## src/design/deq_pkg.sv

```systemverilog
// Shared types and codes for the double-ended queue core.
// No dependencies; imported by every module of the block.
package deq_pkg;

	typedef enum logic [2:0] {
		CMD_PUSH_FRONT = 3'd0,
		CMD_PUSH_BACK  = 3'd1,
		CMD_POP_FRONT  = 3'd2,
		CMD_POP_BACK   = 3'd3,
		CMD_READ_FRONT = 3'd4,
		CMD_READ_BACK  = 3'd5
	} cmd_t;

	typedef enum logic [1:0] {
		ST_OK    = 2'd0,
		ST_EMPTY = 2'd1,
		ST_FULL  = 2'd2
	} status_t;

	localparam int DATA_W = 32;
	localparam int OCC_W  = 9;

	// Memory port strobes from the pointer logic.
	typedef struct packed {
		logic wr_en;
		logic rd_en;
	} mem_ctl_t;

	// Per-transaction result info that travels alongside the memory read.
	typedef struct packed {
		status_t            status;
		logic               use_data;
		logic [OCC_W-1:0]   occupancy;
	} info_t;

endpackage

```

## src/design/deq_ctrl.sv

```systemverilog
// Pointer and count logic: decodes the command, updates front/back/count.
// Depends on deq_pkg.
module deq_ctrl #(
	parameter int DEPTH = 256
) (
	input  logic                       clk,
	input  logic                       arst_n,
	input  logic                       accept,
	input  logic [2:0]                 command,
	output deq_pkg::mem_ctl_t          mem_ctl,
	output logic [$clog2(DEPTH)-1:0]   addr,
	output deq_pkg::info_t             info
);
	import deq_pkg::*;

	localparam int AW = $clog2(DEPTH);
	localparam int CW = $clog2(DEPTH + 1);
	localparam logic [AW-1:0] LAST = AW'(DEPTH - 1);
	localparam logic [CW-1:0] FULL_CNT = CW'(DEPTH);

	logic [AW-1:0] front_q, back_q, front_d, back_d;
	logic [CW-1:0] count_q, count_d;
	logic          empty, full, wr, rd, use_data;
	status_t       status;

	function automatic logic [AW-1:0] ring_inc(input logic [AW-1:0] i);
		return (i == LAST) ? '0 : i + AW'(1);
	endfunction

	function automatic logic [AW-1:0] ring_dec(input logic [AW-1:0] i);
		return (i == '0) ? LAST : i - AW'(1);
	endfunction

	assign empty = (count_q == '0);
	assign full  = (count_q == FULL_CNT);

	always_comb begin
		front_d  = front_q;
		back_d   = back_q;
		count_d  = count_q;
		wr       = 1'b0;
		rd       = 1'b0;
		use_data = 1'b0;
		status   = ST_OK;
		addr     = front_q;
		unique case (command) inside
			CMD_PUSH_FRONT, CMD_PUSH_BACK: begin
				if (full) begin
					status = ST_FULL;
				end else if (command == CMD_PUSH_FRONT) begin
					front_d = ring_dec(front_q);
					addr    = front_d;
					wr      = 1'b1;
					count_d = count_q + CW'(1);
				end else begin
					addr    = back_q;
					back_d  = ring_inc(back_q);
					wr      = 1'b1;
					count_d = count_q + CW'(1);
				end
			end
			CMD_POP_FRONT, CMD_POP_BACK, CMD_READ_FRONT, CMD_READ_BACK: begin
				if (empty) begin
					status = ST_EMPTY;
				end else begin
					rd       = 1'b1;
					use_data = 1'b1;
					if (command == CMD_POP_FRONT) begin
						addr    = front_q;
						front_d = ring_inc(front_q);
						count_d = count_q - CW'(1);
					end else if (command == CMD_POP_BACK) begin
						back_d  = ring_dec(back_q);
						addr    = back_d;
						count_d = count_q - CW'(1);
					end else if (command == CMD_READ_FRONT) begin
						addr = front_q;
					end else begin
						addr = ring_dec(back_q);
					end
				end
			end
			default: ;
		endcase
	end

	assign mem_ctl.wr_en  = accept & wr;
	assign mem_ctl.rd_en  = accept & rd;
	assign info.status    = status;
	assign info.use_data  = use_data;
	assign info.occupancy = OCC_W'(count_d);

	always_ff @(posedge clk or negedge arst_n) begin
		if (!arst_n) begin
			front_q <= '0;
			back_q  <= '0;
			count_q <= '0;
		end else if (accept) begin
			front_q <= front_d;
			back_q  <= back_d;
			count_q <= count_d;
		end
	end

endmodule

```

## config.mk

```make
export PLATFORM = sky130hd
export DESIGN_NAME = deq_ctrl
export DESIGN_NICKNAME = d
export VERILOG_FILES = /design/src/design/deq_pkg.sv /design/src/design/deq_ctrl.sv
export SDC_FILE = /design/constraint.sdc
export NUM_CORES = 1
export LEC_CHECK = 0
export ABC_AREA = 1
export BUFFER_PORTS_ARGS = -buffer_cell sky130_fd_sc_hd__buf_2
export CAP_MARGIN = 10
export CORE_MARGIN = 2
export CORE_UTILIZATION = 60
export CTS_BUF_LIST = sky130_fd_sc_hd__clkbuf_4 sky130_fd_sc_hd__clkbuf_8
export CTS_CLUSTER_DIAMETER = 100
export DETAILED_ROUTE_END_ITERATION = 6
export PLACE_DENSITY = 0.81
export REMOVE_ABC_BUFFERS = 1
export SETUP_SLACK_MARGIN = 0.3
export SYNTH_ARGS = -nofsm -noshare
export SYNTH_HDL_FRONTEND = slang
export SYNTH_SLANG_ARGS = --single-unit
```

## constraint.sdc

```tcl
create_clock -name clk -period 3.52 [get_ports clk]
set_input_delay 0.704 -clock clk [delete_from_list [all_inputs] [get_ports clk]]
set_output_delay 0.704 -clock clk [all_outputs]
set_load 0.02 [all_outputs]
```

==> metrics.txt, run 1 <==
status=finished clean; register bit count reported by yosys=25; CP startpoint kind=flop; Diodes inserted=0; R2R Setup Slk=1.59 ns; Nets=473; IO Count=28; Hold Buf Count CTS=0; Placed Cells=503; Worst Path Max Fanout=4; root buffer cell=clkbuf_8; total wire length=6.92 mm; internal power=0.00102 W; Finished Layout Cells=507; Routed Antenna Nets=0; Req. time, crit path=2.82 ns; H-Tree Depth=1; area of the core=4090 µm²; Cell Rows=23; final core occ=68.1%; worst r2r path cells=10; clock group share of total power=7.5%; # fillers=388; DP HPWL=5.21 mm; stages on the worst setup path=13; via/cell ratio=5.72; hold_ws=0.428 ns; Max Clk Rate=329 MHz; first-pass GRT wire length=12.2 mm; RSZ-0062 raised after global routing=false; drt drc=0; Fin Setup TNS=0 ns; Die W=69.8 µm; sequential share of the synthesized area=24.1%; Clock transition at path regs=0.10 ns; Final Max Slew Viols=0; Synth top area share=24.1%; Tot Pwr=0.00238 W; period utilisation layout=86.4%; area grow syn2layout=6.98%; Hold Fails Final Rpt=0; Slew @ Worst Pin=0.618 ns; Distinct cells, synth=33; Hold Path Class=input pin to async pin; die area=4880 µm²; # port buffers=27; gr ovfl total=0; TritonCTS clock tree=yes; share of cells above drive strength 1=11.6%; cts bufs inserted=3; Critical Path Start=count_q[1]; Setup Fix Bufs, Post-CTS=0; Clock Latency Late Sink=0.27 ns; antenna violations before repair=0; Initial Util=63.6%; largest area contributor in the netlist=dfrtp_1; launching point of the worst reg2reg path=count_q[1]; critical path's most frequent cell=inv_1; gpl congestion=0.983; Psw=0.00136 W; Via Count=2901; CP bufs+invs=5; switch share=57.0%; synth top area cells=dfrtp_1 24%, nand2_1 20%, nand3_1 9.0%; Critical Path Max Stage Delay=0.43 ns; Clock Tree Buf Depth=2; Max Cap Viol=0; GRT Util Overall=30.2%; Worst Setup EP=addr[2]; CTS Sinks=25; Worst EP arrival=2.34 ns; DRT iter0 DRCs=220; power density over cell area=855 nW/µm²; Critical R2R Capture=count_q[0]; 1st-pass router iterations=5; Mapped Avg Cell Area=5.94 µm²; max_slew headroom=58.8%; Logic pwr share=66.7%; die height=69.8 µm; Multi-input gate area=1680 µm²; clk_skew=0.00596 ns; Period minus WS final=3.04 ns; final setup fails=0; Mapped Cells=438; peak supply drop=0.418 mV; Leak=1.50 nW; CP Capture Type=primary output; vias in the first global route=2683; Crit Path Class=flop to primary output; DR WL/cell=13.6 µm; Reg area=626 µm²; largest net degree at the start of global routing=26; share of power burned in registers=25.8%; crit path cell chain=inv_1 -> ha_1 -> inv_1 -> nor2_2 -> nand3_2 -> nor2_1 -> inv_1 -> nand2_1 -> inv_1 -> nand3_2 -> nand2_1 -> nand2_1 -> buf_2; Cell Area, Synth=2600 µm²; Top delay family on crit path=simple AND/OR/NAND/NOR gates; CP max-delay cell=dfrtp_1; Synth warnings=0
## worst min path at each step
stage | from | slack [ns] | cells past startpoint | end
after global routing | arst_n | 0.46 | 1 | count_q[5]
after global placement | count_q[7] | 0.52 | 2 | count_q[7]
final | arst_n | 0.43 | 1 | count_q[4]
after CTS | arst_n | 0.44 | 1 | count_q[4]
after floorplan | arst_n | 0.41 | 0 | back_q[0]
after detailed placement | count_q[4] | 0.52 | 2 | count_q[4]
## sequential cells by signal, summed over array words and instances, names as in the netlist
name,flops
count_q,9
back_q,8
front_q,8
## synthesized netlist by cell type, drive strengths merged
| cell type | instances |
|---|---|
| xnor2 | 2 |
| nand3 | 50 |
| nand3b | 2 |
| xor2 | 6 |
| ha | 9 |
| nand2 | 141 |
| nor3 | 5 |
| or2 | 1 |
| inv | 59 |
| a22oi | 1 |
| o22ai | 1 |
| buf | 7 |
| dfrtp | 25 |
| o31ai | 2 |
| a21oi | 11 |
| nand4 | 8 |
| o211ai | 3 |
| a31oi | 2 |
| and2 | 1 |
| nor2 | 45 |
| clkbuf | 6 |
| o21ai | 51 |
## power groups by stage
| stage | clock network, W | logic (W) | registers [W] |
|---|---|---|---|
| after global placement | 0 | 0.00154 | 0.000608 |
| after floorplan | 0 | 0.00120 | 0.000550 |
| after detailed placement | 0 | 0.00157 | 0.000606 |
| final | 0.000179 | 0.00159 | 0.000613 |
| after global routing | 0.000198 | 0.00181 | 0.000635 |
| after CTS | 0.000187 | 0.00157 | 0.000605 |
## worst reg2reg max path, cell delays in order (launching register included)
cell     delay [ns]
dfrtp_1        0.43
inv_1          0.14
ha_1           0.17
inv_1          0.05
nor2_2         0.22
nand3_2        0.16
nand2_2        0.17
nand2_1        0.11
o21ai_1        0.25
nand2_1        0.07
o21ai_0        0.08
## timing repair
action / 4_1_cts / 5_1_grt
gates resized for setup: 0 / 3
setup endpoints to repair: 0 / 3
endpoints found under the hold margin: 0 / 0
## cell families (layout without fill, tap and decap cells)
logic type / Yosys count / in the layout / share of synthesized area (%)
buf+inv: 72 / 91 / 11.3
flops: 25 / 25 / 24.1
fa+ha+maj: 9 / 9 / 4.33
simple gates: 253 / 253 / 43.2
xor+xnor: 8 / 8 / 2.70
compound gates: 71 / 71 / 14.4
## metal layers
metal  global-route usage [%]  vias up  routed length (µm)
li1                         -     1457                   -
met1                     41.3     1280                3020
met2                     49.5      139                3140
met3                     2.91       25                 527
met4                     11.1        0                 226
met5                        0        -                   0
## area by class of cell
type,count,share of cell area (%)
clock buffer,3,1.48
clock inverter,1,0.180
inverter,59,8.05
multi-input combinational,341,60.4
sequential,25,22.5
tap,50,2.25
timing repair buffer,28,5.13
## layout by cell type (no fill, tap or decap)
cell type	netlist	layout
nand3b_1	1	1
buf_4	1	1
o22ai_1	1	1
dfrtp_1	25	25
or2_2	1	1
a21oi_1	11	11
nor2_4	3	3
nor3_1	5	5
o21ai_1	14	14
nand2_1	138	138
a31oi_1	2	2
nand2_2	2	2
inv_2	8	8
nor2_2	1	1
and2_1	1	1
nand3b_4	1	1
o211ai_1	3	3
a22oi_1	1	1
o21ai_0	37	37
buf_2	4	27
nand3_2	2	2
o31ai_1	2	2
nor2_1	41	41
nand3_4	1	1
clkinv_2	0	1
inv_4	0	1
nand2_4	1	1
xnor2_1	2	2
nand3_1	47	47
ha_1	9	9
xor2_1	6	6
nand4_1	8	8
inv_1	51	50
clkbuf_8	0	3
## per-stage QoR
step	setup slack, ns	area [µm²]
floorplan	0.236	2530
global placement	0.543	2730
detailed placement	0.483	2730
CTS	0.471	2780
global route	0.314	2780
finish	0.480	2780
No activity file was read; power rests on OpenSTA's default activity.
==> run 2: changes to the inputs <==
--- a/config.mk
+++ b/config.mk
@@ -8,12 +8,14 @@
 export ABC_AREA = 1
 export BUFFER_PORTS_ARGS = -buffer_cell sky130_fd_sc_hd__buf_2
 export CAP_MARGIN = 10
+export CELL_PAD_IN_SITES_DETAIL_PLACEMENT = 0
+export CELL_PAD_IN_SITES_GLOBAL_PLACEMENT = 1
 export CORE_MARGIN = 2
-export CORE_UTILIZATION = 60
+export CORE_UTILIZATION = 46
 export CTS_BUF_LIST = sky130_fd_sc_hd__clkbuf_4 sky130_fd_sc_hd__clkbuf_8
 export CTS_CLUSTER_DIAMETER = 100
 export DETAILED_ROUTE_END_ITERATION = 6
-export PLACE_DENSITY = 0.81
+export PLACE_DENSITY_LB_ADDON = 0.1
 export REMOVE_ABC_BUFFERS = 1
 export SETUP_SLACK_MARGIN = 0.3
 export SYNTH_ARGS = -nofsm -noshare
==> run 2 against run 1 <==
  * First-iteration DRC count fell by 44%
  * Combinational power about the same
  * Wire length up 8.6%
  * Count of clock-buffer cells in the layout is 1 higher
  * Flip-flop and latch count is the same
  * Sequential power hardly changed
  * Critical path type unchanged
==> metrics.txt, run 2 (same netlist as run 1, synthesis figures left out) <==
Worst EP arrival=2.27 ns (was 2.34 ns); CP Capture Type=primary output (unchanged); power density over cell area=849 nW/µm² (was 855 nW/µm²); IO Count=28 (unchanged); via/cell ratio=5.36 (was 5.72); Leak=1.50 nW (about the same); CTS Sinks=25 (unchanged); period utilisation layout=84.5% (was 86.4%); hold_ws=0.445 ns (was 0.428 ns); DR WL/cell=14.2 µm (was 13.6 µm); R2R Setup Slk=1.61 ns (was 1.59 ns); die area=6270 µm² (was 4880 µm²); Tot Pwr=0.00239 W (was 0.00238 W); status=finished clean (unchanged); crit path cell chain=inv_1 -> ha_1 -> inv_1 -> nor2_2 -> nand3_2 -> nor2_1 -> inv_1 -> nand2_1 -> inv_1 -> nand3_2 -> nand2_1 -> nand3_1 -> buf_2 (was inv_1 -> ha_1 -> inv_1 -> nor2_2 -> nand3_2 -> nor2_1 -> inv_1 -> nand2_1 -> inv_1 -> nand3_2 -> nand2_1 -> nand2_1 -> buf_2); # port buffers=27 (unchanged); largest net degree at the start of global routing=26 (unchanged); drt drc=0 (unchanged); CP bufs+invs=5 (unchanged); Initial Util=47.5% (was 63.6%); Req. time, crit path=2.82 ns (about the same); vias in the first global route=2599 (was 2683); Clock transition at path regs=0.10 ns (about the same); final core occ=51.5% (was 68.1%); WL met3=342 µm (was 527 µm); antenna violations before repair=0 (unchanged); peak supply drop=0.372 mV (was 0.418 mV); total wire length=7.51 mm (was 6.92 mm); # fillers=585 (was 388); cts bufs inserted=3 (unchanged); max_slew headroom=55.7% (was 58.8%); Max Clk Rate=336 MHz (was 329 MHz); first-pass GRT wire length=12.4 mm (was 12.2 mm); most common cell after layout, fill and taps aside=nand2_1 (unchanged); area grow syn2layout=8.33% (was 6.98%); post-route cell area=2820 µm² (was 2780 µm²); gpl congestion=0.970 (was 0.983); Hold Path Class=input pin to async pin (unchanged); gr ovfl total=0 (unchanged); CP startpoint kind=flop (unchanged); final setup fails=0 (unchanged); RSZ-0062 raised after global routing=false (unchanged); Max Cap Viol=0 (unchanged); Top Registers=count_q: 9 flops, back_q: 8 flops, front_q: 8 flops (unchanged); GRT Util Overall=24.9% (was 30.2%); clk_skew=0.00452 ns (was 0.00596 ns); Via Count=2842 (was 2901); most frequent cells in the layout=138 x nand2_1, 50 x inv_1, 47 x nand3_1, 41 x nor2_1, 37 x o21ai_0 (unchanged); Crit Path Class=flop to primary output (unchanged); Top Metal Used=met4 (unchanged); Placed Area=2770 µm² (was 2730 µm²); DP HPWL=5.74 mm (was 5.21 mm); H-Tree Depth=1 (unchanged); Clock Tree Buf Depth=2 (unchanged); Critical Path Max Stage Delay=0.43 ns (about the same); 1st-pass router iterations=4 (was 5); Period minus WS final=2.97 ns (was 3.04 ns); Worst Path Max Fanout=4 (unchanged); Diodes inserted=0 (unchanged); Slew @ Worst Pin=0.664 ns (was 0.618 ns); Die W=79.2 µm (was 69.8 µm); die height=79.2 µm (was 69.8 µm); TritonCTS clock tree=yes (unchanged); Cell Rows=27 (was 23); Largest register FFs=9 (unchanged); Nets=474 (was 473); Hold Buf Count CTS=0 (unchanged); Routed Antenna Nets=0 (unchanged); DRT iter0 DRCs=124 (was 220); wl on met1=3.42 mm (was 3.02 mm); Top delay family on crit path=simple AND/OR/NAND/NOR gates (unchanged); area of the core=5470 µm² (was 4090 µm²); critical path's most frequent cell=inv_1 (unchanged); Clock Latency Late Sink=0.28 ns (was 0.27 ns); Final Max Slew Viols=0 (unchanged); Fin Setup TNS=0 ns (unchanged); root buffer cell=clkbuf_8 (unchanged); Hold Fails Final Rpt=0 (unchanged); share of cells above drive strength 1=11.8% (was 11.6%); Reg with most FFs=count_q (unchanged); CP max-delay cell=dfrtp_1 (unchanged); WL met2=3.70 mm (was 3.14 mm)
==> run 2: cell types whose count changed in the layout (fill, tap and decap cells not counted) <==
cell	change
buf_4	+1
clkbuf_4	+1
clkinv_2	-1
inv_2	+1
inv_4	-1
==> run 2: worst paths after layout <==
path	cells after the start	endpoint	from
setup / recovery	13	addr[5]	count_q[1]
hold / removal	1	count_q[4]	arst_n
hold reg to reg	2	count_q[7]	count_q[7]
min in group clk	2	count_q[7]	count_q[7]
setup reg to reg	12	back_q[3]	count_q[1]
max in group asynchronous	1	front_q[0]	arst_n
==> run 2: final cells by class <==
type | count | area [µm²] | share of cell area (%)
inverter | 59 | 221 | 7.86
multi-input combinational | 341 | 1680 | 59.7
tap | 72 | 90.1 | 3.20
clock buffer | 4 | 48.8 | 1.73
timing repair buffer | 29 | 150 | 5.33
sequential | 25 | 626 | 22.2
==> run 2: power by group <==
group          switching, W  internal, W
sequential         0.000202     0.000414
clock              0.000104    0.0000890
combinational       0.00105     0.000529
==> run 2: timing repair <==
action,4_1_cts,5_1_grt
setup buffers,0,0
resized for setup,0,1
endpoints found under the setup margin,0,1
==> run 2: per-layer routing <==
layer	global-route usage, %	up-vias
met1	32.1	1303
met4	5.86	0
met5	0	-
li1	-	1451
met2	44.8	84
met3	2.05	4
==> run 2: through the flow <==
step                      instances  setup slack (ns)
final                           530             0.546
after global routing            530             0.314
after CTS                       530             0.533
after detailed placement        526             0.741
after global placement          526             0.779
after floorplan                 425             0.236
==> run 3: changes to the inputs <==
--- a/config.mk
+++ b/config.mk
@@ -5,13 +5,13 @@
 export SDC_FILE = /design/constraint.sdc
 export NUM_CORES = 1
 export LEC_CHECK = 0
-export ABC_AREA = 1
+export ABC_AREA = 0
 export BUFFER_PORTS_ARGS = -buffer_cell sky130_fd_sc_hd__buf_2
 export CAP_MARGIN = 10
 export CELL_PAD_IN_SITES_DETAIL_PLACEMENT = 0
 export CELL_PAD_IN_SITES_GLOBAL_PLACEMENT = 1
 export CORE_MARGIN = 2
-export CORE_UTILIZATION = 46
+export CORE_UTILIZATION = 41
 export CTS_BUF_LIST = sky130_fd_sc_hd__clkbuf_4 sky130_fd_sc_hd__clkbuf_8
 export CTS_CLUSTER_DIAMETER = 100
 export DETAILED_ROUTE_END_ITERATION = 6
==> constraint.sdc (replaced) <==
create_clock -name clk -period 2.7 [get_ports clk]
set_input_delay 0.54 -clock clk [delete_from_list [all_inputs] [get_ports clk]]
set_output_delay 0.54 -clock clk [all_outputs]
set_load 0.02 [all_outputs]
==> run 3 against run 2 <==
  * The flow now finishes with violations (negative setup slack)
  * Largest power group unchanged
  * Combinational power up 78%
  * Worst hold slack got worse by 0.19 ns
  * Core utilization is 8.0 points higher
  * Critical path type unchanged
  * Setup slack got worse by 0.69 ns
==> metrics.txt, run 3 <==
total wire length=8.68 mm (was 7.51 mm); die height=83.5 µm (was 79.2 µm); CP Capture Type=primary output (unchanged); cts bufs inserted=3 (unchanged); Post-Synth XOR/XNOR Area=8.78% (was 2.69%); main combinational cell family by area after synthesis=compound AO/OA/AOI/OAI gates (was simple AND/OR/NAND/NOR gates); Mapped Avg Cell Area=7.67 µm² (was 5.94 µm²); # port buffers=27 (unchanged); GRT Util Overall=23.4% (was 24.9%); area of the core=6030 µm² (was 5470 µm²); Worst Path Max Fanout=3 (was 4); Psw=0.00181 W (was 0.00136 W); drt drc=0 (unchanged); Placed Cells=454 (was 526); Hold Buf Count CTS=0 (unchanged); CTS Sinks=25 (unchanged); largest area contributor in the netlist=dfrtp_1 (unchanged); mux cell area share after synthesis=1.64% (was 0%); gr ovfl total=0 (unchanged); Worst EP arrival=2.31 ns (was 2.27 ns); Clock transition at path regs=0.11 ns (was 0.10 ns); Synth Area in Adders=4.34% (was 4.33%); most frequent cell after synthesis=o21ai_0 (was nand2_1); Post-synth top cells=31 x o21ai_0, 30 x nand2_1, 25 x dfrtp_1 (was 138 x nand2_1, 51 x inv_1, 47 x nand3_1); # fillers=548 (was 585); worst r2r path cells=7 (was 12); failing checks=negative setup slack; via/cell ratio=5.98 (was 5.36); Finished Layout Cells=486 (was 530); Slew @ Worst Pin=0.665 ns (was 0.664 ns); Critical Path Max Stage Delay=0.50 ns (was 0.43 ns); area grow syn2layout=38.2% (was 8.33%); clk_skew=0.00846 ns (was 0.00452 ns); antenna violations before repair=0 (unchanged); IO Count=28 (unchanged); TritonCTS clock tree=yes (unchanged); 1st-pass router iterations=4 (unchanged); Simple-Gate Fraction of Synth Area=26.5% (was 43.2%); Final Max Slew Viols=0 (unchanged); sequential share of the synthesized area=24.1% (about the same); Initial Util=43.0% (was 47.5%); vias in the first global route=2770 (was 2599); most common cell after layout, fill and taps aside=buf_4 (was nand2_1); Clock Latency Late Sink=0.28 ns (about the same); Routed Antenna Nets=0 (unchanged); Hold Fails Final Rpt=0 (unchanged); Synth top area share=24.1% (about the same); Period minus WS final=2.85 ns; Mapped Cells=338 (was 438); Primary FF master, synth=dfrtp_1 (unchanged); internal power=0.00200 W (was 0.00103 W); Leak=1.57 nW (was 1.50 nW); Clock Tree Buf Depth=2 (unchanged); root buffer cell=clkbuf_8 (unchanged); largest net degree at the start of global routing=26 (unchanged); Max Cap Viol=0 (unchanged); Reg with most FFs=count_q (unchanged); Synth Area in Compound Gates=26.9% (was 14.4%); gpl congestion=0.843 (was 0.970); DR WL/cell=17.9 µm (was 14.2 µm); peak supply drop=0.713 mV (was 0.372 mV); period utilisation layout=105%; Top Registers=count_q: 9 flops, back_q: 8 flops, front_q: 8 flops (unchanged); status=finished with violations (was finished clean); Largest register FFs=9 (unchanged); crit path cell chain=inv_2 -> ha_4 -> or4b_4 -> o211a_4 -> nor2_4 -> buf_6 -> nand2_1 -> o221ai_1 -> buf_4 (was inv_1 -> ha_1 -> inv_1 -> nor2_2 -> nand3_2 -> nor2_1 -> inv_1 -> nand2_1 -> inv_1 -> nand3_2 -> nand2_1 -> nand3_1 -> buf_2); Synth warnings=0 (unchanged); Cell Area, Synth=2590 µm² (was 2600 µm²); Logic pwr share=73.6% (was 66.2%); register bit count reported by yosys=25 (unchanged); CP startpoint kind=flop (unchanged); H-Tree Depth=1 (unchanged); RSZ-0062 raised after global routing=true (was false); final setup fails=11 (was 0); hold_ws=0.260 ns (was 0.445 ns); Max Clk Rate=351 MHz; share of cells above drive strength 1=36.0% (was 11.8%); first-pass GRT wire length=13.4 mm (was 12.4 mm); Fin Setup TNS=-1.20 ns (was 0 ns); synth top area cells=dfrtp_1 24%, o21ai_0 6.0%, xnor2_1 5.4% (was dfrtp_1 24%, nand2_1 20%, nand3_1 9.0%); Req. time, crit path=2.16 ns (was 2.82 ns); clock group share of total power=6.8% (was 8.1%); Diodes inserted=0 (unchanged); Cell Rows=28 (was 27); Via Count=2906 (was 2842); die area=6980 µm² (was 6270 µm²); max_slew headroom=55.7% (about the same); share of power burned in registers=19.6% (was 25.7%); Distinct cells, synth=61 (was 33); count of flip-flops with a built-in enable after synthesis=0 (unchanged); DP HPWL=5.76 mm (was 5.74 mm); most frequent cells in the layout=73 x buf_4, 27 x nand2_1, 25 x o21ai_0, 24 x nor2_1, 24 x dfrtp_1 (was 138 x nand2_1, 50 x inv_1, 47 x nand3_1, 41 x nor2_1, 37 x o21ai_0); Nets=427 (was 474); post-route setup slack=-0.147 ns (was 0.546 ns); Tot Pwr=0.00382 W (was 0.00239 W); Die W=83.5 µm (was 79.2 µm); power density over cell area=1060 nW/µm² (was 849 nW/µm²); switch share=47.5% (was 56.9%); Hold Path Class=input pin to async pin (unchanged); DRT iter0 DRCs=176 (was 124); Async SR Flop Fraction=100% (unchanged); Crit Path Class=flop to primary output (unchanged); CP max-delay cell=or4b_4 (was dfrtp_1)
[run 3: power by group through the flow]
stage	registers, W	logic, W	clock network [W]
after floorplan	0.000833	0.00120	0
after global placement	0.000721	0.00214	0
after detailed placement	0.000725	0.00215	0
after CTS	0.000728	0.00253	0.000258
after global routing	0.000767	0.00302	0.000271
final	0.000748	0.00281	0.000259
[run 3: per-layer routing]
| layer | GRT usage [%] | vias up | routed length [µm] |
|---|---|---|---|
| met1 | 29.1 | 1396 | 3630 |
| met2 | 41.3 | 90 | 4390 |
| li1 | - | 1400 | - |
| met5 | 0 | - | 0 |
| met4 | 7.77 | 0 | 251 |
| met3 | 3.46 | 20 | 399 |
[run 3: kinds of logic (layout without fill, tap and decap cells)]
group | after synthesis | after routing
buffers and inverters | 43 | 116
XOR/XNOR | 26 | 26
adder cells (fa/ha/maj) | 9 | 9
flip-flops | 25 | 25
multiplexers | 4 | 4
AND/OR/NAND/NOR | 130 | 130
AO/OA/AOI/OAI | 101 | 101
[run 3: final cells by class]
type                       count  area, µm²  share of cell area (%)
multi-input combinational    270       1980                    55.2
timing repair buffer          97        779                    21.8
sequential                    25        627                    17.5
tap                           75       93.8                    2.62
inverter                      15       56.3                    1.57
clock buffer                   4       48.8                    1.36
[run 3: worst paths after layout]
kind	from	end	slack (ns)
max	count_q[0]	addr[1]	-0.15
min	arst_n	front_q[3]	0.26
max reg2reg	count_q[6]	back_q[7]	0.36
min reg2reg	front_q[1]	front_q[1]	0.59
max in group asynchronous	arst_n	count_q[2]	1.96
min in group clk	front_q[1]	front_q[1]	0.59
[run 3: critical path, delay by kind of cell, from the launching register on]
family,cells,cell delay (ns)
AO/OA/AOI/OAI,2,0.38
adder cells (fa/ha/maj),1,0.14
buffers and inverters,3,0.40
flip-flops,1,0.40
AND/OR/NAND/NOR,3,0.70
[run 3: timing repair]
action,in CTS,in global routing
resized for setup,53,27
setup endpoints to repair,20,20
buffers inserted,17,11
endpoints found under the hold margin,0,0
pin swaps,14,14
gates cloned,0,0
[run 3: stage by stage]
step	utilization, %	worst slack [ns]	cell area [µm²]
after floorplan	-	-0.461	2450
after global placement	50.0	0.0713	3010
after detailed placement	50.0	0.0697	3010
after CTS	56.0	-0.0844	3370
after global routing	59.5	-0.217	3580
final	59.5	-0.147	3580
